==> config.mk <==
export PLATFORM = sky130hd
export DESIGN_NAME = bwpb_clamp_cell
export DESIGN_NICKNAME = d
export VERILOG_FILES = /design/src/design/bwpb_pkg.sv /design/src/design/bwpb_clamp_cell.sv
export SDC_FILE = /design/constraint.sdc
export NUM_CORES = 1
export LEC_CHECK = 0
export CORE_AREA = 2 2 235 237
export CTS_BUF_LIST = sky130_fd_sc_hd__clkbuf_8
export CTS_CLUSTER_DIAMETER = 200
export DETAILED_ROUTE_END_ITERATION = 8
export DIE_AREA = 0 0 237 239
export DONT_BUFFER_PORTS = 1
export GPL_TIMING_DRIVEN = 0
export PLACE_DENSITY = 0.49
export SYNTH_ARGS = -nofsm -noshare
export SYNTH_HDL_FRONTEND = slang
export SYNTH_SLANG_ARGS = --single-unit
export TNS_END_PERCENT = 50
==> constraint.sdc <==
create_clock -name clk -period 1.2 [get_ports clk]
set_input_delay 0.24 -clock clk [delete_from_list [all_inputs] [get_ports clk]]
set_output_delay 0.24 -clock clk [all_outputs]
set_load 0.01 [all_outputs]
==> src/design/bwpb_pkg.sv <==
`timescale 1ns / 1ps

package bwpb_pkg;

    localparam int MaxPasses = 4;
    localparam int NumAxes   = 3;

    typedef enum logic [2:0] {
        RegXLow  = 3'd0,
        RegXHigh = 3'd1,
        RegYLow  = 3'd2,
        RegYHigh = 3'd3,
        RegZLow  = 3'd4,
        RegZHigh = 3'd5,
        RegGain  = 3'd6
    } reg_index_t;

    typedef struct packed {
        logic signed [31:0] pos_x;
        logic signed [31:0] pos_y;
        logic signed [31:0] pos_z;
        logic signed [31:0] vel_x;
        logic signed [31:0] vel_y;
        logic signed [31:0] vel_z;
    } in_item_t;

    typedef struct packed {
        logic signed [31:0] new_pos_x;
        logic signed [31:0] new_pos_y;
        logic signed [31:0] new_pos_z;
        logic signed [31:0] new_vel_x;
        logic signed [31:0] new_vel_y;
        logic signed [31:0] new_vel_z;
        logic               hit_wall;
        logic               clamped;
    } out_item_t;

    // Box walls and restitution gain
    typedef struct packed {
        logic [NumAxes-1:0][31:0] lo_wall;
        logic [NumAxes-1:0][31:0] hi_wall;
        logic [16:0]              gain;
    } box_cfg_t;

    // Particle in flight between cells
    typedef struct packed {
        logic [NumAxes-1:0][31:0] pos;
        logic [NumAxes-1:0][31:0] vel;
        logic                     hit;
    } work_t;

endpackage

==> src/design/bwpb_clamp_cell.sv <==
`timescale 1ns / 1ps

module bwpb_clamp_cell (
    input  logic                clk,
    input  logic                rst_n,
    input  logic                advance,
    input  logic                valid_in,
    input  bwpb_pkg::work_t     work_in,
    input  bwpb_pkg::box_cfg_t  cfg,
    output logic                valid_out,
    output bwpb_pkg::out_item_t item_out
);

    logic                                valid_reg;
    bwpb_pkg::out_item_t                 item_reg;
    bwpb_pkg::out_item_t                 item_next;
    logic [bwpb_pkg::NumAxes-1:0][31:0]  pos_fix;
    logic [bwpb_pkg::NumAxes-1:0]        clamp_hit;

    always_comb
    begin
        for (int a = 0; a < bwpb_pkg::NumAxes; a++)
        begin
            // low wall wins on an inverted box
            if ($signed(work_in.pos[a]) < $signed(cfg.lo_wall[a]))
            begin
                pos_fix[a]   = cfg.lo_wall[a];
                clamp_hit[a] = 1'b1;
            end
            else if ($signed(work_in.pos[a]) > $signed(cfg.hi_wall[a]))
            begin
                pos_fix[a]   = cfg.hi_wall[a];
                clamp_hit[a] = 1'b1;
            end
            else
            begin
                pos_fix[a]   = work_in.pos[a];
                clamp_hit[a] = 1'b0;
            end
        end

        item_next.new_pos_x = pos_fix[0];
        item_next.new_pos_y = pos_fix[1];
        item_next.new_pos_z = pos_fix[2];
        item_next.new_vel_x = work_in.vel[0];
        item_next.new_vel_y = work_in.vel[1];
        item_next.new_vel_z = work_in.vel[2];
        item_next.hit_wall  = work_in.hit;
        item_next.clamped   = |clamp_hit;
    end

    always_ff @(posedge clk or negedge rst_n)
    begin
        if (!rst_n)
        begin
            valid_reg <= 1'b0;
        end
        else if (advance)
        begin
            valid_reg <= valid_in;
        end
    end

    always_ff @(posedge clk)
    begin
        if (advance)
        begin
            item_reg <= item_next;
        end
    end

    assign valid_out = valid_reg;
    assign item_out  = item_reg;

endmodule

# Word level (Yosys, flattened, before mapping)
# Index checks and enable logic that the tools add are counted.
[totals]
out_inout_bits = 195
ff_bits = 195
[op_classes]
reduce_logical = 1
muxes = 12
order_cmp = 6
[ops]
columns = ["cell", "count"]
rows = [
  ["32-bit two-way mux", 6],
  ["32-bit > comparator", 3],
  ["32-bit less-than comparator", 3],
  ["1-bit two-way mux", 6],
  ["3-bit OR reduction", 1],
]

# Longest topological paths before layout
[depth]
ltp_word = 4
mapped_depth = 11

# Worst setup path after synthesis
# Ideal clock, no wire load.
[synth_path]
path_kind = "input -> register"
from = "input port cfg[208] (netlist bit)"
to = "register item_reg (netlist bit item_out[114]) (data pin)"
required_time_ns = 0.936
slack_ns = -1.304
t_arrival_ns = 2.239
path_buffers = 2
stages = 11
path_cell_list = "inv_1 > ha_1 > and4_4 > a21oi_1 > o21ai_1 > or4_1 > o211a_1 > buf_4 > buf_6 > a41oi_1 > a22oi_1"
[synth_lines]
columns = ["element", "line", "text"]
rows = [
  ["from (decl)", "bwpb_clamp_cell.sv:9", "input bwpb_pkg::box_cfg_t cfg,"],
  ["to (signal assigned)", "bwpb_clamp_cell.sv:68", "item_reg <= item_next;"],
  ["to (decl)", "bwpb_clamp_cell.sv:15", "bwpb_pkg::out_item_t item_reg;"],
]

==> results.py <==
metrics = {
    "status": {
        "status": "finished, violations left",
        "violations": "negative hold slack, negative setup slack",
    },
    "synthesis": {
        "netlist_instances": 1294,
        "synth_xor_area_share_pct": 0,
        "ys_types": 54,
        "synth_top_family_by_area": "compound AO/OA/AOI/OAI gates",
        "syn_area_per_cell_um2": 10.21,
        "ys_ff_latch": 195,
        "ys.warnings.count": 0,
        "syn-cell-area_um2": 13210,
        "synth-edff-count": 194,
        "synthMuxAreaShare_pct": 0.08524,
        "syn_nets": 1889,
        "seq_area_frac_synth_pct": 44.28,
        "ys.flop_type": "edfxtp_1",
        "yosys.area_share.adder_pct": 17.90,
        "async_flop_share_pct": 0.5128,
        "synth_compound_area_share_pct": 18.29,
        "synth-simple-area-share_pct": 11.38,
    },
    "drt": {
        "routedWlPerCell_um": 24.16,
        "drc_errors": 0,
        "wl_met2_mm": 29.93,
        "viasPerCell": 5.332,
        "finalWirelength_mm": 60.34,
        "met1_length_mm": 23.35,
        "drt_pass1_iterations": 7,
        "routed.top_layer": "met5",
        "drt-initial-drc-count": 758,
        "ant_nets": 0,
        "num_vias": 13314,
        "wl_met3_mm": 4.552,
    },
    "final_layout": {
        "utilization_pct": 40.27,
        "layout.nets": 2372,
        "drive_gt1_share_pct": 26.54,
        "final.fill_count": 5010,
        "syn_to_final_growth_pct": 65.63,
    },
    "critical_path": {
        "reg2reg_from": "valid_out",
        "cp_max_fo": 5,
        "cp_data_required_time_ns": 1.59,
        "worst-r2r-setup-slack_ns": 0.38,
        "crit_path_start_kind": "primary input",
        "r2r-end": "valid_out",
        "worst-setup-path-type": "in2reg",
        "cp-end-kind": "flop",
        "arrival_ns": 2.57,
        "r2r_cells": 1,
    },
    "floorplanning": {
        "core_um2": 54340,
        "initial_core_util_pct": 24.31,
        "die_height_um": 239,
        "rows": 86,
        "die_x_um": 237,
        "die_area_um2": 56640,
        "ioPinCount": 601,
    },
    "sta": {
        "whs_ns": -0.2156,
        "worstMarginPinSlew_ns": 0.5977,
        "layout_setup_ws_ns": -0.9839,
        "slew_headroom_pct": 60.05,
        "hold_viol": 195,
        "fin_crit_sh_pct": 182.0,
        "setup-violations-final": 292,
        "maxSlewViolCount": 0,
        "fmax_mhz": 457.9,
        "rsz0062_at_grt": "yes",
        "finalClockSkew_ns": 0,
        "period_needed_ns": 2.184,
        "fin_tns_setup_ns": -93.30,
    },
    "flow_run": {
        "cap_violations": 0,
    },
    "grt": {
        "grt_max_degree": 196,
        "grt_use_total_pct": 19.93,
        "grt_pass1_vias": 13457,
        "overflow": 0,
        "grt_pass1_wl_mm": 85.47,
        "antenna_found_initial": 5,
    },
    "power": {
        "powerDensity_nw_per_um2": 1014,
        "power_leakage_nw": 8.724,
        "peakVddDrop_v": 0.0007591,
    },
    "cts": {
        "numCtsBuffers": 17,
        "cts.sinks": 195,
        "clk_pin_slew_ns": 0.12,
        "cts_root_buffer": "clkbuf_8",
        "clk_latency_ns": 0.55,
        "htreeDepth": 4,
        "cts_tree": "yes",
        "clockBufferDepth": 2,
    },
    "place": {
        "gp_congestion": 0.9084,
        "port_buffers": 0,
        "pre_cts_ws_ns": -2.366,
        "hpwl_mm": 39.78,
    },
    "min_path": {
        "hp-class": "in2reg",
        "whs_path_depth": 0,
        "hold_path_end": "item_out[112]",
        "worstHoldStart": "advance",
    },
}
==> final cells by class <==
| class | instances | area [um^2] | area share [%] |
|---|---|---|---|
| buffer | 56 | 760.7 | 3.476 |
| antenna | 3 | 7.507 | 0.03431 |
| clock inverter | 15 | 191.4 | 0.8748 |
| tap | 704 | 880.8 | 4.025 |
| inverter | 196 | 802.0 | 3.665 |
| multi-input combinational | 841 | 8285 | 37.86 |
| sequential | 195 | 5851 | 26.74 |
| timing repair buffer | 470 | 4870 | 22.25 |
| clock buffer | 17 | 234.0 | 1.069 |
==> synth_stat cells, types with 5 or more instances <==
cell      number  share of area, %
nor3_1         6              0.23
a31oi_1       66               3.1
inv_1        196               5.6
buf_2         29               1.1
clkbuf_1      22              0.63
o21ai_0       19              0.72
edfxtp_1     194                44
nand2_1       33              0.94
a211oi_1       8              0.45
o21ai_1       63               2.4
buf_6          6              0.51
nand4_1       38               1.8
o211ai_1       6              0.34
nor2b_1        7              0.33
a22oi_1       31               1.8
a41oi_2       19               2.3
a21o_1        25               1.4
a21oi_1       65               2.5
o21a_1         6              0.34
nor2_1        73               2.1
a41oi_1       13              0.86
nor4_1         8              0.38
nand3_1      118               4.5
nand2b_1       5              0.24
ha_1         189                18
==> routing by layer <==
layer	global-route usage [%]	vias to the layer above
li1	-	5844
met1	23.53	6550
met2	34.25	737
met3	4.931	179
met4	8.880	4
met5	0	-
==> cells in the final DEF (no fill, tap or decap), types with 20 or more instances in the layout <==
| cell type | Yosys | layout |
|---|---|---|
| dlygate4sd3_1 | 0 | 386 |
| edfxtp_1 | 194 | 194 |
| inv_1 | 196 | 165 |
| ha_1 | 189 | 146 |
| nand3_1 | 118 | 74 |
| nor2_1 | 73 | 53 |
| buf_4 | 4 | 51 |
| a21oi_1 | 65 | 48 |
| o21ai_1 | 63 | 46 |
| ha_4 | 0 | 43 |
| nand4_1 | 38 | 38 |
| a31oi_1 | 66 | 37 |
| nand2_1 | 33 | 33 |
| nand3_2 | 0 | 31 |
| a41oi_2 | 19 | 30 |
| clkbuf_8 | 0 | 26 |
| buf_6 | 6 | 25 |
| o21ai_2 | 0 | 24 |
| a21o_1 | 25 | 23 |
| a22oi_2 | 0 | 22 |
| buf_12 | 0 | 20 |
==> timing repair <==
| action | CTS | global route |
|---|---|---|
| gates resized for setup | 282 | 183 |
| setup buffers | 49 | 26 |
| pin swaps | 167 | 95 |
| setup endpoints to repair | 292 | 292 |
| gates cloned | 13 | 5 |
| hold endpoints to repair | 389 | 196 |
| hold buffers | 384 | 2 |
==> logic make-up (layout without fill, tap and decap cells) <==
logic type,Yosys count,count (layout)
compound gates,348,348
fa+ha+maj,189,189
buf+inv,258,754
flops,195,195
mux,1,1
other cells,0,3
simple gates,303,303
==> worst max-delay path, cell delays in order <==
cell and delay (ns):
inv_8 0.01, ha_4 0.26, and4_4 0.24, or4b_4 0.51, nor3_4 0.22, o31a_1 0.27, o22a_4 0.23, clkbuf_16 0.18
buf_12 0.14, nor2_4 0.04, a31oi_4 0.21
==> registers in the layout, summed over array words and instances (netlist names) <==
register,count
item_out,194
valid_out,1
==> per-stage QoR <==
stage	instance area (um^2)	power (mW)	cells
floorplan	13760	12.43	1294
global placement	14640	13.75	1998
detailed placement	14640	13.80	1998
CTS	20860	21.39	2474
global route	21880	23.15	2497
finish	21880	22.20	2497
==> worst max path at each step <==
stage | end | startpoint | depth (start not counted)
after floorplan | item_out[120] | cfg[94] | 11
after global placement | item_out[158] | cfg[80] | 9
after detailed placement | item_out[160] | cfg[80] | 9
after CTS | item_out[0] | cfg[172] | 9
after global routing | item_out[160] | cfg[63] | 10
final | item_out[160] | cfg[172] | 11
==> where the power goes <==
| group | switching [mW] | total, mW | internal (mW) |
|---|---|---|---|
| Combinational | 3.79 | 7.82 | 4.03 |
| Sequential | 0.935 | 9.52 | 8.58 |
| Clock | 3.21 | 4.86 | 1.64 |
| Total | 7.94 | 22.2 | 14.3 |
Power figures use the tool's default switching activity.
