==> src/design/bwpb_pkg.sv <==
`timescale 1ns / 1ps

package bwpb_pkg;

    localparam int MaxPasses = 4;
    localparam int NumAxes   = 3;

    typedef enum logic [2:0] {
        RegXLow  = 3'd0,
        RegXHigh = 3'd1,
        RegYLow  = 3'd2,
        RegYHigh = 3'd3,
        RegZLow  = 3'd4,
        RegZHigh = 3'd5,
        RegGain  = 3'd6
    } reg_index_t;

    typedef struct packed {
        logic signed [31:0] pos_x;
        logic signed [31:0] pos_y;
        logic signed [31:0] pos_z;
        logic signed [31:0] vel_x;
        logic signed [31:0] vel_y;
        logic signed [31:0] vel_z;
    } in_item_t;

    typedef struct packed {
        logic signed [31:0] new_pos_x;
        logic signed [31:0] new_pos_y;
        logic signed [31:0] new_pos_z;
        logic signed [31:0] new_vel_x;
        logic signed [31:0] new_vel_y;
        logic signed [31:0] new_vel_z;
        logic               hit_wall;
        logic               clamped;
    } out_item_t;

    // Box walls and restitution gain
    typedef struct packed {
        logic [NumAxes-1:0][31:0] lo_wall;
        logic [NumAxes-1:0][31:0] hi_wall;
        logic [16:0]              gain;
    } box_cfg_t;

    // Particle in flight between cells
    typedef struct packed {
        logic [NumAxes-1:0][31:0] pos;
        logic [NumAxes-1:0][31:0] vel;
        logic                     hit;
    } work_t;

endpackage

==> src/design/bwpb_axis.sv <==
`timescale 1ns / 1ps

module bwpb_axis (
    input  logic signed [31:0] pos,
    input  logic signed [31:0] vel,
    input  logic signed [31:0] low_wall,
    input  logic signed [31:0] high_wall,
    input  logic        [16:0] gain,
    output logic signed [31:0] pos_next,
    output logic signed [31:0] vel_next,
    output logic               hit
);

    logic               below;
    logic               above;
    logic               outward;
    logic signed [31:0] wall;
    logic signed [33:0] mirror;
    logic signed [31:0] mirror_sat;
    logic        [31:0] mag;
    logic        [48:0] prod;
    logic        [33:0] rounded;
    logic signed [31:0] scaled;

    always_comb
    begin
        below = pos < low_wall;
        above = !below && (pos > high_wall);
        wall  = below ? low_wall : high_wall;

        // 2*wall - pos, exact in 34 bits, then saturate
        mirror = {wall[31], wall, 1'b0} - {{2{pos[31]}}, pos};
        if (mirror[33:31] == 3'b000 || mirror[33:31] == 3'b111)
        begin
            mirror_sat = mirror[31:0];
        end
        else if (mirror[33])
        begin
            mirror_sat = 32'sh8000_0000;
        end
        else
        begin
            mirror_sat = 32'sh7FFF_FFFF;
        end

        // magnitude times gain, round half away from zero, opposite sign
        mag     = vel[31] ? 32'(-vel) : 32'(vel);
        prod    = 49'(mag) * 49'(gain);
        rounded = 34'((prod + 49'd32768) >> 16);
        if (vel[31])
        begin
            scaled = (rounded > 34'h0_7FFF_FFFF) ? 32'sh7FFF_FFFF : rounded[31:0];
        end
        else
        begin
            scaled = (rounded > 34'h0_8000_0000) ? 32'sh8000_0000 : 32'(-rounded[31:0]);
        end

        outward  = (below && vel[31]) || (above && !vel[31] && vel != 32'sd0);
        hit      = below || above;
        pos_next = hit ? mirror_sat : pos;
        vel_next = outward ? scaled : vel;
    end

endmodule

==> src/design/bwpb_pass_cell.sv <==
`timescale 1ns / 1ps

module bwpb_pass_cell (
    input  logic              clk,
    input  logic              rst_n,
    input  logic              advance,
    input  logic              valid_in,
    input  bwpb_pkg::work_t   work_in,
    input  bwpb_pkg::box_cfg_t cfg,
    output logic              valid_out,
    output bwpb_pkg::work_t   work_out
);

    logic            valid_reg;
    bwpb_pkg::work_t work_reg;
    bwpb_pkg::work_t work_next;
    logic [bwpb_pkg::NumAxes-1:0] axis_hit;

    for (genvar a = 0; a < bwpb_pkg::NumAxes; a++)
    begin : g_axis
        bwpb_axis u_axis (
            .pos       (work_in.pos[a]),
            .vel       (work_in.vel[a]),
            .low_wall  (cfg.lo_wall[a]),
            .high_wall (cfg.hi_wall[a]),
            .gain      (cfg.gain),
            .pos_next  (work_next.pos[a]),
            .vel_next  (work_next.vel[a]),
            .hit       (axis_hit[a])
        );
    end

    // A pass that reflects nothing leaves the particle as is, so later
    // passes need no early exit.
    assign work_next.hit = work_in.hit || (|axis_hit);

    always_ff @(posedge clk or negedge rst_n)
    begin
        if (!rst_n)
        begin
            valid_reg <= 1'b0;
        end
        else if (advance)
        begin
            valid_reg <= valid_in;
        end
    end

    always_ff @(posedge clk)
    begin
        if (advance)
        begin
            work_reg <= work_next;
        end
    end

    assign valid_out = valid_reg;
    assign work_out  = work_reg;

endmodule

==> config.mk <==
export PLATFORM = sky130hd
export DESIGN_NAME = bwpb_pass_cell
export DESIGN_NICKNAME = d
export VERILOG_FILES = /design/src/design/bwpb_pkg.sv /design/src/design/bwpb_axis.sv /design/src/design/bwpb_pass_cell.sv
export SDC_FILE = /design/constraint.sdc
export NUM_CORES = 2
export LEC_CHECK = 0
export ABC_AREA = 1
export BUFFER_PORTS_ARGS = -buffer_cell sky130_fd_sc_hd__buf_2
export CAP_MARGIN = 20
export CORE_UTILIZATION = 44
export DETAILED_ROUTE_END_ITERATION = 10
export GPL_ROUTABILITY_DRIVEN = 0
export GPL_TIMING_DRIVEN = 1
export HOLD_SLACK_MARGIN = 0.08
export PLACE_DENSITY_LB_ADDON = 0.05
export SLEW_MARGIN = 25
export SYNTH_ARGS = -nofsm -noshare
export SYNTH_HDL_FRONTEND = slang
export SYNTH_SLANG_ARGS = --single-unit
==> constraint.sdc <==
create_clock -name clk -period 2 [get_ports clk]
set_input_delay 0.2 -clock clk [delete_from_list [all_inputs] [get_ports clk]]
set_output_delay 0.2 -clock clk [all_outputs]
set_load 0.005 [all_outputs]
Yosys cells after proc, flatten, opt, wreduce, memory -nomap -nowiden
Index checks and enable logic that the tools add are counted.
- bits in registers: 194
- output and inout port bits: 194
- word-level logic and storage cells: 100
- multipliers: 3
- eq/ne operators: 3
- $add $sub $neg: 12
- reduce and logical (&&, ||, !) cells: 35
- $lt $le $gt $ge: 12
- mux-type cells: 27
- operator list (kind ; number):
    32-bit two-way mux ; 27
    32-bit negator ; 6
    49-bit by 16-bit adder with 49-bit output (second input constant) ; 3
    32-bit by 17-bit multiplier with 49-bit output ; 3
    33-bit by 32-bit subtractor with 34-bit output ; 3
    33-bit by 31-bit greater-than comparator with 1-bit output (second input constant) ; 3
    33-bit by 32-bit greater-than comparator with 1-bit output (second input constant) ; 3
    32-bit greater-than comparator ; 3
    32-bit < comparator ; 3
    32-bit nonzero test ; 3
    1-bit logical AND ; 12
    1-bit logical OR ; 10
    3-bit equality test (second input constant) ; 3
    3-bit zero test ; 3
    1-bit zero test ; 6
    3-bit OR reduction ; 1

Depth between registers and ports, before layout
- depth after elaboration: 8
- depth in mapped cells: 53
- mapped depth without buffers: 51

Modules after synthesis
Synthesis repeated with hierarchy kept, for this count alone.
- cells, all modules: 11831
- area, all modules: 82729.3 µm²
- by module, submodules not included (module ; times used ; area an instance (µm²) ; seq. area each (µm²) ; cells each):
    bwpb_axis at g_axis[0].u_axis ; 1 ; 25740.9 ; 0.0 ; 3900
    bwpb_axis at g_axis[2].u_axis ; 1 ; 25627.1 ; 0.0 ; 3888
    bwpb_axis at g_axis[1].u_axis ; 1 ; 25514.5 ; 0.0 ; 3842
    bwpb_pass_cell ; 1 ; 5846.9 ; 5820.6 ; 201

Worst setup path before layout
Ideal clock, no wire load.
- path kind: input to register
- start point: in work_in[33] in the netlist's numbering
- end point: reg work_reg (netlist bit work_out[64]), data pin
- required time: 1.751 ns
- setup slack: -5.761 ns
- stages on the path: 42
- data arrival time: 7.511 ns
- buffers on the path: 1
- library setup time: 0.249 ns
- path through: buf_6 -> inv_1 -> ha_1 -> inv_1 -> nor3_1 -> inv_1 -> nor2_2 -> inv_1 -> nor3_1 -> inv_1 -> nand2_1 -> xor2_1 -> clkinv_1 -> nand2_1 -> fa_1 -> fa_1 -> fa_1 -> inv_1 -> (+6 left out) -> nand2_1 -> nor2_1 -> nand2_1 -> inv_1 -> nand2_1 -> nand3_1 -> nand2_1 -> inv_1 -> ha_1 -> nand3_2 -> inv_2 -> nand2_1 -> nor2_4 -> nand4_4 -> a21oi_4 -> nand2_1 -> nand2_1 -> inv_1
- word-level cells in the longest chain between the ends: 8
- elaborated cells between the ends (all ways): 14
- classes of those cells: add/sub (3); mul (1); order compare (2); mux (5); reduce/logical (3)
- ends and longest elaborated chain (item ; line ; text):
    start: declaration ; bwpb_pass_cell.sv:8 ; input bwpb_pkg::work_t work_in,
    32-bit negator ; bwpb_axis.sv:47 ; mag = vel[31] ? 32'(-vel) : 32'(vel);
    32-bit two-way mux ; bwpb_axis.sv:47 ;
    32-bit by 17-bit multiplier with 49-bit output ; bwpb_axis.sv:48 ; prod = 49'(mag) * 49'(gain);
    49-bit by 16-bit adder with 49-bit output ; bwpb_axis.sv:49 ; rounded = 34'((prod + 49'd32768) >> 16);
    32-bit negator (tied with other cells) ; bwpb_axis.sv:56 ; scaled = (rounded > 34'h0_8000_0000) ? 32'sh8000_0000 : 32'(-rounded[31:0]);
    32-bit two-way mux (on tied branches) ; bwpb_axis.sv:56, bwpb_axis.sv:52 ;
    32-bit two-way mux ; bwpb_axis.sv:50 ; if (vel[31])
    32-bit two-way mux (*) ; bwpb_axis.sv:62 ; vel_next = outward ? scaled : vel;
    via g_axis[1].u_axis.vel_next[31] ; bwpb_axis.sv:10 ; output logic signed [31:0] vel_next,
    end signal: assignment ; bwpb_pass_cell.sv:53 ; work_reg <= work_next;
    end: declaration ; bwpb_pass_cell.sv:15 ; bwpb_pkg::work_t work_reg;
The timed path passes the listed nets; every way through them passes the cells marked *.
A chain may end at the register's enable or synchronous reset.

Worst setup path in the final report
- start point: in work_in[1] in the netlist's numbering
- end point: reg work_reg (netlist bit work_out[19]), data pin
- word-level cells in the longest chain between the ends: 8
- elaborated cells between the ends (all ways): 14
- classes of those cells: add/sub (3); mul (1); order compare (2); mux (5); reduce/logical (3)
- ends and longest elaborated chain (item ; line):
    32-bit negator ; bwpb_axis.sv:47
    32-bit two-way mux ; bwpb_axis.sv:47
    32-bit by 17-bit multiplier with 49-bit output ; bwpb_axis.sv:48
    49-bit by 16-bit adder with 49-bit output ; bwpb_axis.sv:49
    32-bit negator (tied with other cells) ; bwpb_axis.sv:56
    32-bit two-way mux (on tied branches) ; bwpb_axis.sv:56, bwpb_axis.sv:52
    32-bit two-way mux ; bwpb_axis.sv:50
    32-bit two-way mux (*) ; bwpb_axis.sv:62
    via g_axis[0].u_axis.vel_next[18] ; bwpb_axis.sv:10
Marked as above.

==> flow_metrics.tcl <==
set metrics [dict create \
    status "complete, but fails checks" \
    failed_checks "negative setup slack" \
    cp.arrival_ps 8050 \
    cpMaxStageDelayCell "fa_1" \
    cpLargestDelayFamily "adder cells" \
    die-area_um2 188000 \
    synth.area.top_cells "fa_1, nand2_1, inv_1, ha_1, edfxtp_1" \
    yosysWarnings 0 \
    synthArstFlopShare 0.00515 \
    fmax_mhz 131 \
    rsz0062_at_grt "true" \
    grt_pass1_vias 90000 \
    critPathLaunch "work_in[1]" \
    hold_violations 0 \
    r2r_slack_ps 1250 \
    grt.overflow.total 0 \
    cts_made_buffers 17 \
    drv_slew 0 \
    syn-num-nets 14100 \
    setup_violations 193 \
    fin_crit_ps 7630 \
    crit_required_ps 2420 \
    tightest_slew_ps 686 \
    end_kind "flip-flop" \
    wirelength_um 317000 \
    post-route-period-util 3.82 \
    syn_to_final_growth_pct 42.4 \
    crit_end "work_out[19]$_DFFE_PP_" \
    design_area_um2 117000 \
    tritoncts "yes" \
    track_usage 0.336 \
    fin_ws_ps -5630 \
    die_h_um 433 \
    placed_cell_area_um2 106000 \
    reg2reg_to "valid_out$_DFFE_PN0P_" \
    slew_headroom 0.541 \
    route.detailed.drc 0 \
    antenna_found_initial 29 \
    critPathMaxFanout 7 \
    core_um2 184000 \
    cts_sinks 194 \
    yosysTopAreaCell "fa_1" \
    drive_gt1_frac 0.334 \
    clkLatencyLatePin_ps 550 \
    ys_ff_latch 194 \
    path_depth 45 \
    fin_tns_setup_ps -720580 \
    worstSetupPathType "input port to flip-flop" \
    synth_edf_count 193 \
    maxCapViolations 0 \
    synthTopCellsByCount "nand2_1, inv_1, nor2_1" \
    dpl.hpwl_um 267000 \
    vias_per_cell 5.13 \
    crit_buf_inv 9 \
    clk_pin_slew_worst_paths_ps 90 \
    root_buffer "clkbuf_16" \
    drt_iter0_drc 5823 \
    worstHoldPathType "input port to flip-flop" \
    first_pass_iters 6 \
    ant_nets 0 \
    synth_top_area_frac 0.330 \
    initial_utilization 0.445 \
    syn_area_per_cell_um2 7.08 \
    wl_per_cell_um 18.8 \
    fin_worst_skew_ps 0 \
    grt_pass1_wl_um 489000 \
    clockBufferDepth 2 \
    ys_types 69 \
    synth_most_common_cell "nand2_1" \
    grt_max_degree 47 \
    ctsHtreeMaxLevel 4 \
    synthCells 11600 \
    ys.flop_type "edfxtp_1" \
    fill_cells 16500 \
    numPortBuffers 599 \
    fin_nets 16800 \
    start_kind "input port" \
    yosysSeqAreaShare 0.0711 \
    synth_area_um2 81900 \
    ioPinCount 600 \
    worstRegToRegCells 1 \
    placementRows 157 \
    vias 86400 \
    die_w_um 433 \
    max_stage_delay_ps 620 \
    r2r_start "valid_out$_DFFE_PN0P_" \
]
-- cells by family after synthesis --
group,count (synthesis),share of synthesized area
fa+ha+maj,2082,0.442
xor+xnor,176,0.0191
compound gates,949,0.0645
simple gates,5182,0.264
buf+inv,2981,0.139
mux,1,0.000138
flops,194,0.0711
-- metrics by stage --
step / cells / hold WS [ps] / utilization / setup slack, ps
after floorplan: 11600 / -95.6 / - / -5260
after global placement: 16500 / -25.7 / 0.578 / -6400
after detailed placement: 16500 / -21.2 / 0.578 / -6530
after CTS: 16800 / 80.6 / 0.619 / -5370
after global routing: 16900 / 107 / 0.634 / -5970
final: 16900 / 103 / 0.634 / -5630
-- worst min-delay path by stage --
stage	start	depth (start not counted)	end
floorplan	rst_n	0	valid_out$_DFFE_PN0P_
global placement	rst_n	1	valid_out$_DFFE_PN0P_
detailed placement	rst_n	1	valid_out$_DFFE_PN0P_
CTS	work_in[44]	4	work_out[44]$_DFFE_PP_
global route	work_in[82]	4	work_out[82]$_DFFE_PP_
finish	work_in[41]	4	work_out[41]$_DFFE_PP_
-- placed cells by master, fill, tap and decap left out, drive strengths merged, types with 35 or more instances in the layout --
cell / count
buf: 3031
nand2: 2918
inv: 2616
nor2: 1437
fa: 1350
ha: 732
nand3: 520
a21oi: 382
o21ai: 382
edfxtp: 193
xor2: 133
nand4: 126
nor3: 76
dlygate4sd3: 60
a22oi: 55
clkinv: 46
xnor2: 43
nand3b: 35
-- registers in the layout, indices dropped and copies added, names as in the netlist --
signal	flops
work_out	193
valid_out	1
-- area by class of cell --
type                       instances  area [um^2]  area share
multi-input combinational       8396        72300       0.620
timing repair buffer            3094        24700       0.212
inverter                        2657        10200      0.0871
sequential                       194         5820      0.0499
tap                             2464         3080      0.0264
clock buffer                      19          433     0.00371
clock inverter                    13          123     0.00105
antenna                           19         47.5    0.000408
-- repair_timing --
action / CTS / global route
endpoints found under the hold margin: 73 / 0
gates cloned: 27 / 3
pin swaps: 474 / 415
gates resized for setup: 1170 / 571
hold buffers: 60 / 0
setup buffers: 174 / 76
setup endpoints to repair: 193 / 193
-- routing by layer --
metal  track usage  share of wire  vias to the layer above
li1              -              -                    40600
met1         0.431           0.41                    41900
met2         0.555           0.47                     3208
met3        0.0516          0.072                      675
met4         0.154          0.049                       12
met5             0        0.00025                        -
Power is not shown: default switching activity piles up to over one toggle a cycle in this logic, so the estimate is an artifact.
